===== src/julian_day_to_calendar_date_assert.svh =====
// assertion macros for the calendar converter
// expect clk and rst_n in the scope where they are used
`ifndef JULIAN_DAY_TO_CALENDAR_DATE_ASSERT_SVH
`define JULIAN_DAY_TO_CALENDAR_DATE_ASSERT_SVH

// condition holds at every edge outside reset
`define JDC_ASSERT_ALWAYS(label, cond) \
    label: assert property (@(posedge clk) disable iff (!rst_n) (cond)) \
        else $error("jdc: invariant violated");

// condition at one edge forces a result at the next edge
`define JDC_ASSERT_NEXT(label, pre, post) \
    label: assert property (@(posedge clk) disable iff (!rst_n) (pre) |=> (post)) \
        else $error("jdc: sequence violated");

`endif


===== src/jdc_pkg.sv =====
package jdc_pkg;

    // field widths
    localparam int DC_W    = 23;
    localparam int DF_W    = 32;
    localparam int YEAR_W  = 16;
    localparam int MONTH_W = 4;
    localparam int DAY_W   = 5;
    localparam int HOUR_W  = 5;
    localparam int MIN_W   = 6;
    localparam int SEC_W   = 22;

    // pipeline depth
    localparam int STAGES = 7;

    typedef struct packed {
        logic [STAGES-1:0] load;
        logic [STAGES-1:0] valid;
    } jdc_ctrl_t;

    // day fraction scaling
    localparam int FRAC_BITS  = 32;
    localparam int FRAC_USED  = (FRAC_BITS < DF_W) ? FRAC_BITS : DF_W;
    localparam int FRAC_SHIFT = FRAC_BITS - 16;
    localparam logic [DF_W-1:0] FRAC_MASK =
        DF_W'((64'd1 << FRAC_USED) - 64'd1);
    localparam int SEC_PER_DAY = 86400;
    localparam int SPD_W       = 17;
    localparam int PROD_W      = DF_W + SPD_W;
    localparam int TICK_W      = 33;

    // hour split: ticks per hour = 225 * 2^20
    localparam int H_DIV     = 225;
    localparam int H_IN_LSB  = 20;
    localparam int H_IN_W    = TICK_W - H_IN_LSB;
    localparam int H_SHIFT   = 21;
    localparam int H_RECIP_W = 14;
    localparam logic [63:0] H_RECIP =
        ((64'd1 << H_SHIFT) + 64'(H_DIV) - 64'd1) / 64'(H_DIV);
    localparam logic [63:0] TICKS_PER_HOUR = 64'(H_DIV) << H_IN_LSB;

    // minute split: ticks per minute = 15 * 2^18
    localparam int REM_W       = 28;
    localparam int MN_DIV      = 15;
    localparam int MN_IN_LSB   = 18;
    localparam int MN_IN_W     = REM_W - MN_IN_LSB;
    localparam int MN_SHIFT    = 14;
    localparam int MN_RECIP_W  = 11;
    localparam logic [63:0] MN_RECIP =
        ((64'd1 << MN_SHIFT) + 64'(MN_DIV) - 64'd1) / 64'(MN_DIV);
    localparam logic [63:0] TICKS_PER_MIN = 64'(MN_DIV) << MN_IN_LSB;

    // gregorian correction
    localparam logic [DC_W-1:0] GREG_SWITCH = DC_W'(2299160);
    localparam int XA_W      = 25;
    localparam int A_OFS     = 7468865;
    localparam int A_DIV     = 146097;
    localparam int A_SHIFT   = 43;
    localparam int A_RECIP_W = 26;
    localparam int A_W       = 8;
    localparam logic [63:0] A_RECIP =
        ((64'd1 << A_SHIFT) + 64'(A_DIV) - 64'd1) / 64'(A_DIV);

    // year of the julian period
    localparam int B_W       = 24;
    localparam int C_OFS     = 1524;
    localparam int XD_W      = 28;
    localparam int D_OFS     = 2442;
    localparam int D_DIV     = 7305;
    localparam int D_SHIFT   = 41;
    localparam int D_RECIP_W = 29;
    localparam int D_W       = 15;
    localparam logic [63:0] D_RECIP =
        ((64'd1 << D_SHIFT) + 64'(D_DIV) - 64'd1) / 64'(D_DIV);

    // day of year part, e = 1461 d / 4
    localparam int E_MUL    = 1461;
    localparam int E_PROD_W = 26;

    // month index, g = 10000 m / 306001 with m below 512
    localparam int M_W       = 9;
    localparam int G_DIV     = 306001;
    localparam int G_SHIFT   = 42;
    localparam int G_RECIP_W = 38;
    localparam int G_W       = 4;
    localparam logic [63:0] G_RECIP = 64'd10000 *
        (((64'd1 << G_SHIFT) + 64'(G_DIV) - 64'd1) / 64'(G_DIV));

    localparam int G_MONTH_WRAP  = 13;
    localparam int MONTH_FEB     = 2;
    localparam int YEAR_OFS_LATE = 4716;
    localparam int YEAR_OFS_EARLY = 4715;

endpackage


===== src/jdc_if.sv =====
interface jdc_in_if import jdc_pkg::*; ();
    logic            valid;
    logic            ready;
    logic [DC_W-1:0] day_count;
    logic [DF_W-1:0] day_fraction;

    modport source (output valid, output day_count, output day_fraction, input ready);
    modport sink   (input valid, input day_count, input day_fraction, output ready);
endinterface

interface jdc_out_if import jdc_pkg::*; ();
    logic                     valid;
    logic                     ready;
    logic signed [YEAR_W-1:0] year;
    logic [MONTH_W-1:0]       month;
    logic [DAY_W-1:0]         day;
    logic [HOUR_W-1:0]        hour;
    logic [MIN_W-1:0]         minute;
    logic [SEC_W-1:0]         second_fixed;

    modport source (output valid, output year, output month, output day, output hour,
                    output minute, output second_fixed, input ready);
    modport sink   (input valid, input year, input month, input day, input hour,
                    input minute, input second_fixed, output ready);
endinterface


===== src/julian_day_to_calendar_date.sv =====
// Julian day to calendar date converter. Each request carries the whole day
// number floor(JD + 0.5) and the fraction of the day since midnight; the
// result gives the year (astronomical, signed), month, day, hour, minute and
// seconds in units of 2^-16 s, all truncated. Day numbers above 2299160 use
// the Gregorian calendar, lower ones the Julian calendar. The block is a
// seven-stage pipeline with a valid bit per stage: it takes one request per
// cycle while the result side is not stalled, and each result moves through
// stage registers 0 to 6, the last of which drives the outputs.
// The stage count is set by the date path, whose three constant divisions
// (by 146097, 7305 and 306001) are each a reciprocal multiply in a stage of
// its own. When the result side stalls, bubbles in the pipe still fill, so
// requests keep being taken until every stage holds an item.
`include "julian_day_to_calendar_date_assert.svh"

module julian_day_to_calendar_date import jdc_pkg::*; (
    input logic        clk,
    input logic        rst_n,
    jdc_in_if.sink     jd,
    jdc_out_if.source  cal
);

    // per-stage load enables and valid bits shared by both data paths
    jdc_ctrl_t ctrl;

    jdc_pipe_ctrl u_ctrl (
        .clk       (clk),
        .rst_n     (rst_n),
        .in_valid  (jd.valid),
        .in_ready  (jd.ready),
        .out_ready (cal.ready),
        .ctrl      (ctrl)
    );

    // date path: gregorian correction, year count, day-in-year, month split
    jdc_date_pipe u_date (
        .clk       (clk),
        .ctrl      (ctrl),
        .day_count (jd.day_count),
        .year      (cal.year),
        .month     (cal.month),
        .day       (cal.day)
    );

    // time path: scale fraction to ticks, then peel off hours and minutes
    jdc_time_pipe u_time (
        .clk          (clk),
        .ctrl         (ctrl),
        .day_fraction (jd.day_fraction),
        .hour         (cal.hour),
        .minute       (cal.minute),
        .second_fixed (cal.second_fixed)
    );

    // the last stage register is the output register
    assign cal.valid = ctrl.valid[STAGES-1];

    // results leaving the pipe are well formed calendar values
    `JDC_ASSERT_ALWAYS(a_month_range, !cal.valid || (cal.month >= 4'd1 && cal.month <= 4'd12))
    `JDC_ASSERT_ALWAYS(a_day_nonzero, !cal.valid || (cal.day != 5'd0))
    `JDC_ASSERT_ALWAYS(a_time_range, !cal.valid || (cal.hour <= 5'd23 && cal.minute <= 6'd59))
    // an accepted request lands in the first stage
    `JDC_ASSERT_NEXT(a_accept_lands, jd.valid && jd.ready, ctrl.valid[0])

endmodule


===== src/jdc_pipe_ctrl.sv =====
module jdc_pipe_ctrl import jdc_pkg::*; (
    input  logic      clk,
    input  logic      rst_n,
    input  logic      in_valid,
    output logic      in_ready,
    input  logic      out_ready,
    output jdc_ctrl_t ctrl
);

    logic [STAGES-1:0] valid_reg;
    logic [STAGES-1:0] valid_next;
    logic [STAGES-1:0] load;

    // a stage loads when empty or when its contents move on
    always_comb
    begin
        load[STAGES-1] = !valid_reg[STAGES-1] || out_ready;
        for (int k = STAGES - 2; k >= 0; k--)
        begin
            load[k] = !valid_reg[k] || load[k+1];
        end
        valid_next[0] = load[0] ? in_valid : valid_reg[0];
        for (int k = 1; k < STAGES; k++)
        begin
            valid_next[k] = load[k] ? valid_reg[k-1] : valid_reg[k];
        end
    end

    always_ff @(posedge clk or negedge rst_n)
    begin
        if (!rst_n)
        begin
            valid_reg <= '0;
        end
        else
        begin
            valid_reg <= valid_next;
        end
    end

    assign in_ready   = load[0];
    assign ctrl.load  = load;
    assign ctrl.valid = valid_reg;

endmodule


===== src/jdc_date_pipe.sv =====
module jdc_date_pipe import jdc_pkg::*; (
    input  logic                     clk,
    input  jdc_ctrl_t                ctrl,
    input  logic [DC_W-1:0]          day_count,
    output logic signed [YEAR_W-1:0] year,
    output logic [MONTH_W-1:0]       month,
    output logic [DAY_W-1:0]         day
);

    // floor(30.6001 g)
    function automatic logic [M_W-1:0] day_offset(input logic [G_W-1:0] g);
        logic [M_W-1:0] r;
        case (g)
            4'd0:    r = 9'd0;
            4'd1:    r = 9'd30;
            4'd2:    r = 9'd61;
            4'd3:    r = 9'd91;
            4'd4:    r = 9'd122;
            4'd5:    r = 9'd153;
            4'd6:    r = 9'd183;
            4'd7:    r = 9'd214;
            4'd8:    r = 9'd244;
            4'd9:    r = 9'd275;
            4'd10:   r = 9'd306;
            4'd11:   r = 9'd336;
            4'd12:   r = 9'd367;
            4'd13:   r = 9'd397;
            4'd14:   r = 9'd428;
            4'd15:   r = 9'd459;
            default: r = 9'd0;
        endcase
        return r;
    endfunction

    logic [DC_W-1:0]               i0_reg, i1_reg;
    logic                          greg0_reg, greg0_next, greg1_reg;
    logic [XA_W-1:0]               xa0_reg, xa0_next;
    logic [XA_W+A_RECIP_W-1:0]     a_prod;
    logic [A_W-1:0]                a1_reg, a1_next;
    logic [B_W-1:0]                b_sum;
    logic [B_W-1:0]                c2_reg, c2_next, c3_reg;
    logic [XD_W-1:0]               xd2_reg, xd2_next;
    logic [XD_W+D_RECIP_W-1:0]     d_prod;
    logic [D_W-1:0]                d3_reg, d3_next, d4_reg, d5_reg;
    logic [E_PROD_W-1:0]           e_prod;
    logic [B_W-1:0]                e_val;
    logic [M_W-1:0]                m4_reg, m4_next, m5_reg;
    logic [M_W+G_RECIP_W-1:0]      g_prod;
    logic [G_W-1:0]                g5_reg, g5_next;
    logic [DAY_W-1:0]              day_reg, day_next;
    logic [MONTH_W-1:0]            month_reg, month_next;
    logic [YEAR_W-1:0]             year_reg, year_next;

    // stage 0: switch test and correction numerator
    assign greg0_next = day_count > GREG_SWITCH;
    assign xa0_next   = {day_count, 2'b00} - XA_W'(A_OFS);

    // stage 1: century count a
    assign a_prod  = (XA_W+A_RECIP_W)'(xa0_reg) * (XA_W+A_RECIP_W)'(A_RECIP[A_RECIP_W-1:0]);
    assign a1_next = a_prod[A_SHIFT +: A_W];

    // stage 2: corrected day number and numerator for d
    assign b_sum    = greg1_reg ? (B_W'(i1_reg) + B_W'(1) + B_W'(a1_reg) - B_W'(a1_reg >> 2))
                                : B_W'(i1_reg);
    assign c2_next  = b_sum + B_W'(C_OFS);
    assign xd2_next = (XD_W'(c2_next) << 4) + (XD_W'(c2_next) << 2) - XD_W'(D_OFS);

    // stage 3: d
    assign d_prod  = (XD_W+D_RECIP_W)'(xd2_reg) * (XD_W+D_RECIP_W)'(D_RECIP[D_RECIP_W-1:0]);
    assign d3_next = d_prod[D_SHIFT +: D_W];

    // stage 4: days left in the year, always below 512
    assign e_prod  = E_PROD_W'(d3_reg) * E_PROD_W'(E_MUL);
    assign e_val   = e_prod[2 +: B_W];
    assign m4_next = M_W'(c3_reg - e_val);

    // stage 5: month index g
    assign g_prod  = (M_W+G_RECIP_W)'(m4_reg) * (M_W+G_RECIP_W)'(G_RECIP[G_RECIP_W-1:0]);
    assign g5_next = g_prod[G_SHIFT +: G_W];

    // stage 6: day, month, year
    always_comb
    begin
        day_next = DAY_W'(m5_reg - day_offset(g5_reg));
        if (g5_reg <= G_W'(G_MONTH_WRAP))
        begin
            month_next = MONTH_W'(g5_reg - G_W'(1));
        end
        else
        begin
            month_next = MONTH_W'(g5_reg - G_W'(G_MONTH_WRAP));
        end
        if (month_next > MONTH_W'(MONTH_FEB))
        begin
            year_next = YEAR_W'(d5_reg) - YEAR_W'(YEAR_OFS_LATE);
        end
        else
        begin
            year_next = YEAR_W'(d5_reg) - YEAR_W'(YEAR_OFS_EARLY);
        end
    end

    always_ff @(posedge clk)
    begin
        if (ctrl.load[0])
        begin
            i0_reg    <= day_count;
            greg0_reg <= greg0_next;
            xa0_reg   <= xa0_next;
        end
        if (ctrl.load[1])
        begin
            i1_reg    <= i0_reg;
            greg1_reg <= greg0_reg;
            a1_reg    <= a1_next;
        end
        if (ctrl.load[2])
        begin
            c2_reg  <= c2_next;
            xd2_reg <= xd2_next;
        end
        if (ctrl.load[3])
        begin
            c3_reg <= c2_reg;
            d3_reg <= d3_next;
        end
        if (ctrl.load[4])
        begin
            d4_reg <= d3_reg;
            m4_reg <= m4_next;
        end
        if (ctrl.load[5])
        begin
            d5_reg <= d4_reg;
            m5_reg <= m4_reg;
            g5_reg <= g5_next;
        end
        if (ctrl.load[6])
        begin
            day_reg   <= day_next;
            month_reg <= month_next;
            year_reg  <= year_next;
        end
    end

    assign year  = $signed(year_reg);
    assign month = month_reg;
    assign day   = day_reg;

endmodule


===== src/jdc_time_pipe.sv =====
module jdc_time_pipe import jdc_pkg::*; (
    input  logic              clk,
    input  jdc_ctrl_t         ctrl,
    input  logic [DF_W-1:0]   day_fraction,
    output logic [HOUR_W-1:0] hour,
    output logic [MIN_W-1:0]  minute,
    output logic [SEC_W-1:0]  second_fixed
);

    logic [PROD_W-1:0]             tick_prod, tick_shift;
    logic [TICK_W-1:0]             t0_reg, t0_next, t1_reg;
    logic [H_IN_W+H_RECIP_W-1:0]   h_prod;
    logic [HOUR_W-1:0]             hour1_reg, hour1_next;
    logic [HOUR_W-1:0]             hour2_reg, hour3_reg, hour4_reg, hour5_reg, hour6_reg;
    logic [REM_W-1:0]              rem2_reg, rem2_next, rem3_reg;
    logic [MN_IN_W+MN_RECIP_W-1:0] mn_prod;
    logic [MIN_W-1:0]              min3_reg, min3_next, min4_reg, min5_reg, min6_reg;
    logic [SEC_W-1:0]              sec4_reg, sec4_next, sec5_reg, sec6_reg;

    // stage 0: ticks of 2^-16 s since midnight
    assign tick_prod  = PROD_W'(day_fraction & FRAC_MASK) * PROD_W'(SEC_PER_DAY);
    assign tick_shift = tick_prod >> FRAC_SHIFT;
    assign t0_next    = tick_shift[TICK_W-1:0];

    // stage 1: hour
    assign h_prod     = (H_IN_W+H_RECIP_W)'(t0_reg[TICK_W-1:H_IN_LSB])
                        * (H_IN_W+H_RECIP_W)'(H_RECIP[H_RECIP_W-1:0]);
    assign hour1_next = h_prod[H_SHIFT +: HOUR_W];

    // stage 2: remainder within the hour
    assign rem2_next = REM_W'(t1_reg - TICK_W'(hour1_reg) * TICK_W'(TICKS_PER_HOUR));

    // stage 3: minute
    assign mn_prod   = (MN_IN_W+MN_RECIP_W)'(rem2_reg[REM_W-1:MN_IN_LSB])
                       * (MN_IN_W+MN_RECIP_W)'(MN_RECIP[MN_RECIP_W-1:0]);
    assign min3_next = mn_prod[MN_SHIFT +: MIN_W];

    // stage 4: remainder within the minute
    assign sec4_next = SEC_W'(rem3_reg - REM_W'(min3_reg) * REM_W'(TICKS_PER_MIN));

    always_ff @(posedge clk)
    begin
        if (ctrl.load[0])
        begin
            t0_reg <= t0_next;
        end
        if (ctrl.load[1])
        begin
            t1_reg    <= t0_reg;
            hour1_reg <= hour1_next;
        end
        if (ctrl.load[2])
        begin
            rem2_reg  <= rem2_next;
            hour2_reg <= hour1_reg;
        end
        if (ctrl.load[3])
        begin
            rem3_reg  <= rem2_reg;
            min3_reg  <= min3_next;
            hour3_reg <= hour2_reg;
        end
        if (ctrl.load[4])
        begin
            sec4_reg  <= sec4_next;
            min4_reg  <= min3_reg;
            hour4_reg <= hour3_reg;
        end
        if (ctrl.load[5])
        begin
            sec5_reg  <= sec4_reg;
            min5_reg  <= min4_reg;
            hour5_reg <= hour4_reg;
        end
        if (ctrl.load[6])
        begin
            sec6_reg  <= sec5_reg;
            min6_reg  <= min5_reg;
            hour6_reg <= hour5_reg;
        end
    end

    assign hour         = hour6_reg;
    assign minute       = min6_reg;
    assign second_fixed = sec6_reg;

endmodule

===== src/flat_wrapper.sv =====
// flat-port wrapper written by rule: the top's interface ports become plain ports
module julian_day_to_calendar_date_flat import jdc_pkg::*;
  (clk, rst_n, jd_valid, jd_day_count, jd_day_fraction, jd_ready, cal_valid, cal_year, cal_month, cal_day, cal_hour, cal_minute, cal_second_fixed, cal_ready);
  jdc_in_if jd_i ();
  jdc_out_if cal_i ();
  input logic clk;
  input logic rst_n;
  input wire logic [$bits(jd_i.valid)-1:0] jd_valid;
  input wire logic [$bits(jd_i.day_count)-1:0] jd_day_count;
  input wire logic [$bits(jd_i.day_fraction)-1:0] jd_day_fraction;
  output wire logic [$bits(jd_i.ready)-1:0] jd_ready;
  output wire logic [$bits(cal_i.valid)-1:0] cal_valid;
  output wire logic [$bits(cal_i.year)-1:0] cal_year;
  output wire logic [$bits(cal_i.month)-1:0] cal_month;
  output wire logic [$bits(cal_i.day)-1:0] cal_day;
  output wire logic [$bits(cal_i.hour)-1:0] cal_hour;
  output wire logic [$bits(cal_i.minute)-1:0] cal_minute;
  output wire logic [$bits(cal_i.second_fixed)-1:0] cal_second_fixed;
  input wire logic [$bits(cal_i.ready)-1:0] cal_ready;
  assign jd_i.valid = jd_valid;
  assign jd_i.day_count = jd_day_count;
  assign jd_i.day_fraction = jd_day_fraction;
  assign jd_ready = jd_i.ready;
  assign cal_valid = cal_i.valid;
  assign cal_year = cal_i.year;
  assign cal_month = cal_i.month;
  assign cal_day = cal_i.day;
  assign cal_hour = cal_i.hour;
  assign cal_minute = cal_i.minute;
  assign cal_second_fixed = cal_i.second_fixed;
  assign cal_i.ready = cal_ready;
  julian_day_to_calendar_date u_core (.clk(clk), .rst_n(rst_n), .jd(jd_i), .cal(cal_i));
endmodule

===== config.mk =====
export PLATFORM = sky130hd
export DESIGN_NAME = julian_day_to_calendar_date_flat
export DESIGN_NICKNAME = d
export VERILOG_FILES = /design/src/jdc_pkg.sv /design/src/jdc_if.sv /design/src/julian_day_to_calendar_date.sv /design/src/jdc_pipe_ctrl.sv /design/src/jdc_date_pipe.sv /design/src/jdc_time_pipe.sv /design/src/flat_wrapper.sv
export VERILOG_INCLUDE_DIRS = /design/src /design/src/src
export SDC_FILE = /design/constraint.sdc
export NUM_CORES = 2
export LEC_CHECK = 0
export BUFFER_PORTS_ARGS = -buffer_cell sky130_fd_sc_hd__buf_2
export CELL_PAD_IN_SITES_DETAIL_PLACEMENT = 0
export CELL_PAD_IN_SITES_GLOBAL_PLACEMENT = 1
export CORE_AREA = 2 2 320 322
export CTS_BUF_LIST = sky130_fd_sc_hd__clkbuf_4
export CTS_CLUSTER_SIZE = 30
export DETAILED_ROUTE_END_ITERATION = 12
export DIE_AREA = 0 0 322 324
export PLACE_DENSITY_LB_ADDON = 0.1
export SLEW_MARGIN = 0
export SYNTH_ARGS = -nofsm -noshare
export SYNTH_HDL_FRONTEND = slang
export SYNTH_SLANG_ARGS = --single-unit

===== constraint.sdc =====
create_clock -name clk -period 10.8 [get_ports clk]
set_input_delay 1.08 -clock clk [delete_from_list [all_inputs] [get_ports clk]]
set_output_delay 1.08 -clock clk [all_outputs]
set_load 0.01 [all_outputs]

# == Word level (Yosys, flattened, before mapping) ==
# Memory sizes are Yosys's and may differ from the RTL's. A register that Yosys moved wholly into a read port is not among the register bits.
# Index checks and enable logic that the tools add are counted.
# classes
addsub,15
multipliers,9
order_cmp,3
mux,4
reduce_logical,14
# ops
cell,n
28-bit by 28-bit multiplier with 55-bit output (second input constant),1
25-bit by 24-bit multiplier with 49-bit output (second input constant),1
32-bit by 10-bit multiplier with 42-bit output (second input constant),1
9-bit by 34-bit multiplier with 42-bit output (second input constant),1
15-bit by 13-bit subtractor with 16-bit output (second input constant),2
28-bit by 26-bit adder with 28-bit output,1
28-bit by 12-bit subtractor with 28-bit output (second input constant),1
28-bit subtractor,1
13-bit by 14-bit multiplier with 26-bit output (second input constant),1
25-bit by 23-bit subtractor with 25-bit output (second input constant),1
23-bit by 1-bit adder with 24-bit output (second input constant),1
24-bit by 11-bit adder with 24-bit output (second input constant),1
24-bit by 8-bit adder with 24-bit output,1
24-bit 2-to-1 mux,1
24-bit by 6-bit subtractor with 24-bit output,1
23-bit by 22-bit greater-than comparator with 1-bit output (second input constant),1
22-bit subtractor,1
10-bit by 11-bit multiplier with 20-bit output (second input constant),1
16-bit 2-to-1 mux,1
15-bit by 11-bit multiplier with 11-bit output (second input constant),1
9-bit subtractor,1
5-bit by 8-bit multiplier with 8-bit output (second input constant),1
4-bit 2-to-1 mux,2
1-bit zero test,7
other kinds (7),13
# totals
regBits,453
mem_bits_ro,144
in_bits,59
wordCells,88
n_memories,1
# memory_table
memory,words,width,read_ports,rd_clocked_by_memory_dff,wr,line_no,rtl
(no name shown),16,9,1,1,0,jdc_date_pipe.sv:13,case (g)

# == Depth between registers and ports, before layout ==
# depth
ltp_word,8
mapped_depth,27
depth_no_buf,26

# == By module ==
# From an unflattened synthesis, not the netlist that was laid out.
# hier_totals
hier_cells,4901
area_unflattened_um2,54962.7
# by_module_without_submodules
module,instances,cells_each,area_per_inst_um2,seq_area_each_um2
jdc_date_pipe,1,3681,38854.8,6436.2
jdc_time_pipe,1,1195,15811.4,6936.7
jdc_pipe_ctrl,1,25,296.5,175.2

# == Least setup slack after synthesis ==
# OpenSTA, ideal clock, no wires.
# synth_path
path_kind,flip-flop to flip-flop
start,reg u_core.u_date.xd2_reg[21]
end,"reg u_core.u_date.d3_reg[14], data pin"
setup_ns,0.255
t_arrival_ns,6.725
path_slack_ns,3.820
path_stages_with_launch,25
synth_period_minus_slack_ns,6.980
path_cell_list,edfxtp_1 > inv_1 > fa_1 > inv_1 > ha_1 > fa_1 > inv_1 > fa_1 > inv_1 > fa_1 > fa_1 > inv_1 > fa_1 > inv_1 > ha_1 > a21o_1 > a221oi_1 > o221ai_1 > o21ai_0 > a221oi_1 > a21boi_1 > o211ai_1 > nand2b_1 > or4_1 > and3_1
# synth_via
elab_chain_cells,1
# synth_rtl
element,line_no,rtl
"start, declared",jdc_date_pipe.sv:42,"logic [XD_W-1:0] xd2_reg, xd2_next;"
"start signal, assigned",jdc_date_pipe.sv:120,xd2_reg <= xd2_next;
28-bit by 28-bit multiplier with 55-bit output,jdc_date_pipe.sv:69,assign d_prod = (XD_W+D_RECIP_W)'(xd2_reg) * (XD_W+D_RECIP_W)'(D_RECIP[D_RECIP_W-1:0]);
via u_core.u_date.d_prod[55],jdc_date_pipe.sv:43,logic [XD_W+D_RECIP_W-1:0] d_prod;
"end signal, assigned",jdc_date_pipe.sv:125,d3_reg <= d3_next;
"end, declared",jdc_date_pipe.sv:44,"logic [D_W-1:0] d3_reg, d3_next, d4_reg, d5_reg;"
# The timed path passes the listed nets, and every way through them passes these cells.
# A chain may end at the register's enable or synchronous reset.

# == Final worst setup path ==
# Same ends and word-level chain as after synthesis.

==> flow_metrics.tcl <==
set metrics [dict create \
    synthFlopType "edfxtp_1" \
    cp_max_fo 9 \
    cap_violations 0 \
    globalRouteTotalUtil 0.233 \
    wl_mm 116 \
    rsz0062_at_grt "no" \
    syn_nets 6835 \
    seq_area_frac_synth 0.245 \
    cp.required_ns 11.45 \
    hpwl_mm 100 \
    htree_levels 3 \
    grt.overflow.total 0 \
    pin_count 119 \
    fin_nets 7067 \
    nFillCells 8749 \
    synth_edf_count 442 \
    final_layout_size_suffix_gt1_frac 0.0665 \
    clk_path_buf_depth 3 \
    setup_viol 0 \
    grt_pass1_vias 35400 \
    start_util 0.546 \
    worst_slew_pin_slew_ns 0.993 \
    largest_register_ffs 33 \
    port_buffers 118 \
    cts.clk_slew.worst_paths_ns 0.07 \
    viasPerCell 5.05 \
    gp_congestion 0.913 \
    drt-initial-drc-count 1702 \
    regToRegSetupSlack_ns 3.00 \
    wl_per_cell_um 17.5 \
    fp.dieH_um 324 \
    ys_ff_latch 454 \
    first_pass_iters 5 \
    vias 33600 \
    grt_pass1_wl_mm 189 \
    tns_ns 0 \
    slowest_stage "edfxtp_1" \
    final_cell_mix "1567 x inv_1, 1000 x ha_1, 765 x fa_1" \
    clk_latency_ns 0.92 \
    slew_headroom 0.338 \
    fp.coreArea_um2 101000 \
    critPathCaptureType "flop" \
    cts_tree "yes" \
    syn-cell-area_um2 55200 \
    synth_cells 5011 \
    cts_buffers 116 \
    post-cts-setup-buffers 0 \
    finalCritPeriodShare 0.722 \
    cts-root-buf "clkbuf_4" \
    fmax_ghz 0.128 \
    fin_crit_ns 7.80 \
    status "finished, final reports clean" \
    critPathKind "reg2reg" \
    die_w_um 322 \
    slew_violations 0 \
    synth-async-reset-ratio 0.0154 \
    rows 117 \
    synth_warnings 0 \
    syn2layout_area_growth_pct 7.03 \
    skew_ns 0.0568 \
    grt_max_degree 72 \
    drc_errors 0 \
    min_path_type "reg2reg" \
    finalHoldViolCount 0 \
    yosys.cell_types.count 88 \
    ant_nets 0 \
    crit_chain "inv_1 > fa_1 > inv_1 > ha_1 > fa_1 > inv_1 > fa_1 > inv_1 > fa_1 > fa_1 > inv_1 > fa_1 > inv_1 > ha_1 > a21o_1 > a221oi_1 > o221ai_1 > o21ai_0 > a221oi_1 > a21boi_1 > o211ai_1 > nand2b_1 > or4_1 > and3_1" \
    antenna_found_initial 8 \
    dieArea_um2 104000 \
    clock-sinks 454 \
    avgSynthCellArea_um2 11.0 \
    start_kind "flop" \
    final_common_cell "inv_1" \
    slowest_delay_ns 0.65 \
    critPathArrivalTime_ns 8.45 \
]
## cell usage after synthesis (all sizes together), types with 5 or more instances
cell type / number / area, µm²
dfxtp: 5 / 100
o21ai: 74 / 378
ha: 1000 / 12500
or2: 5 / 31.3
a31o: 5 / 43.8
inv: 1569 / 5890
nand3: 38 / 190
o2111ai: 9 / 78.8
nor3: 30 / 150
nand3b: 6 / 45.0
fa: 765 / 15300
dfrtp: 7 / 175
o31ai: 5 / 51.3
a21oi: 147 / 747
nand2: 116 / 438
nand2b: 37 / 231
a2111oi: 6 / 52.6
nor2b: 23 / 151
nand4: 27 / 169
o21a: 28 / 210
a21o: 106 / 796
nor4b: 5 / 50.0
nor2: 113 / 424
edfxtp: 442 / 13300
a31oi: 16 / 100
xnor2: 134 / 1170
o311ai: 5 / 51.3
a211o: 11 / 96.3
clkbuf: 6 / 22.5
xor2: 66 / 578
a221oi: 6 / 70.1
o21bai: 21 / 158
and2: 12 / 75.1
nor4: 6 / 37.5
a211oi: 18 / 153
o211ai: 14 / 105
o221ai: 6 / 65.1
mux2i: 15 / 150
buf: 9 / 51.3
o41ai: 5 / 43.8
and3: 17 / 106
or3: 9 / 56.3
and4: 9 / 78.8
## what timing repair did
| item | in CTS | in global routing |
|---|---|---|
| hold endpoints to repair | 7 | 0 |
| resized for setup | 0 | 0 |
| hold buffers | 1 | 0 |
## routing by layer
layer | part of all wire | vias up | global-route usage
met2 | 0.46 | 656 | 0.376
met3 | 0.048 | 128 | 0.0340
met5 | 0.00011 | - | 0
met1 | 0.48 | 16300 | 0.339
li1 | - | 16500 | -
met4 | 0.015 | 2 | 0.0440
## cell type report
cell class              instances  area [µm²]  share of cell area
flip-flops and latches        454       13500               0.229
well taps                    1309        1640              0.0277
repair buffers                129         676              0.0114
clock buffers                 161        1210              0.0205
multi-input cells            2973       35700               0.604
inverters                    1569        5890              0.0997
diodes                          4        10.0            0.000169
clock inverters                49         398             0.00674
## critical path: cells and delay by family, from the launching register on
kind | cells | cell delay, ns
buffers and inverters | 6 | 0.45
adders and majority gates | 8 | 3.84
DFF | 1 | 0.65
AOI/OAI and AO/OA | 7 | 1.70
and+or+nand+nor | 3 | 0.89
## path summary, 6_finish.rpt
check | from | to | cells past startpoint
setup / recovery | u_core.u_date.xd2_reg[21]$_DFFE_PP_ | u_core.u_date.d3_reg[14]$_DFFE_PP_ | 24
hold / removal | u_core.u_date.i0_reg[12]$_DFFE_PP_ | u_core.u_date.i1_reg[12]$_DFFE_PP_ | 0
setup reg to reg | u_core.u_date.xd2_reg[21]$_DFFE_PP_ | u_core.u_date.d3_reg[14]$_DFFE_PP_ | 24
hold reg to reg | u_core.u_date.i0_reg[12]$_DFFE_PP_ | u_core.u_date.i1_reg[12]$_DFFE_PP_ | 0
max in group asynchronous | rst_n | u_core.u_ctrl.valid_reg[1]$_DFFE_PN0P_ | 2
min in group asynchronous | rst_n | u_core.u_ctrl.valid_reg[0]$_DFFE_PN0P_ | 2
## logic make-up after synthesis
| kind of cell | after synthesis | share of synthesized area |
|---|---|---|
| AOI/OAI and AO/OA | 517 | 0.0636 |
| and+or+nand+nor | 473 | 0.0437 |
| adders and majority gates | 1765 | 0.504 |
| muxes | 18 | 0.00333 |
| buffers and inverters | 1584 | 0.108 |
| xor gates and xnor gates | 200 | 0.0317 |
| DFF | 454 | 0.245 |
## per-stage QoR
step	util	setup WS (ns)	cell area (µm²)	hold WS [ns]	std cells
finish	0.585	3.00	59100	0.364	6648
global route	0.585	2.68	59100	0.322	6647
CTS	0.585	3.00	59100	0.292	6644
detailed placement	0.569	3.00	57500	0.405	6433
global placement	0.569	3.15	57500	0.401	6433
floorplan	-	3.82	55200	0.400	5011
Power is left out: the tool's default activity adds up to more than one toggle a clock period on the data nets, which glitch-free logic cannot reach.
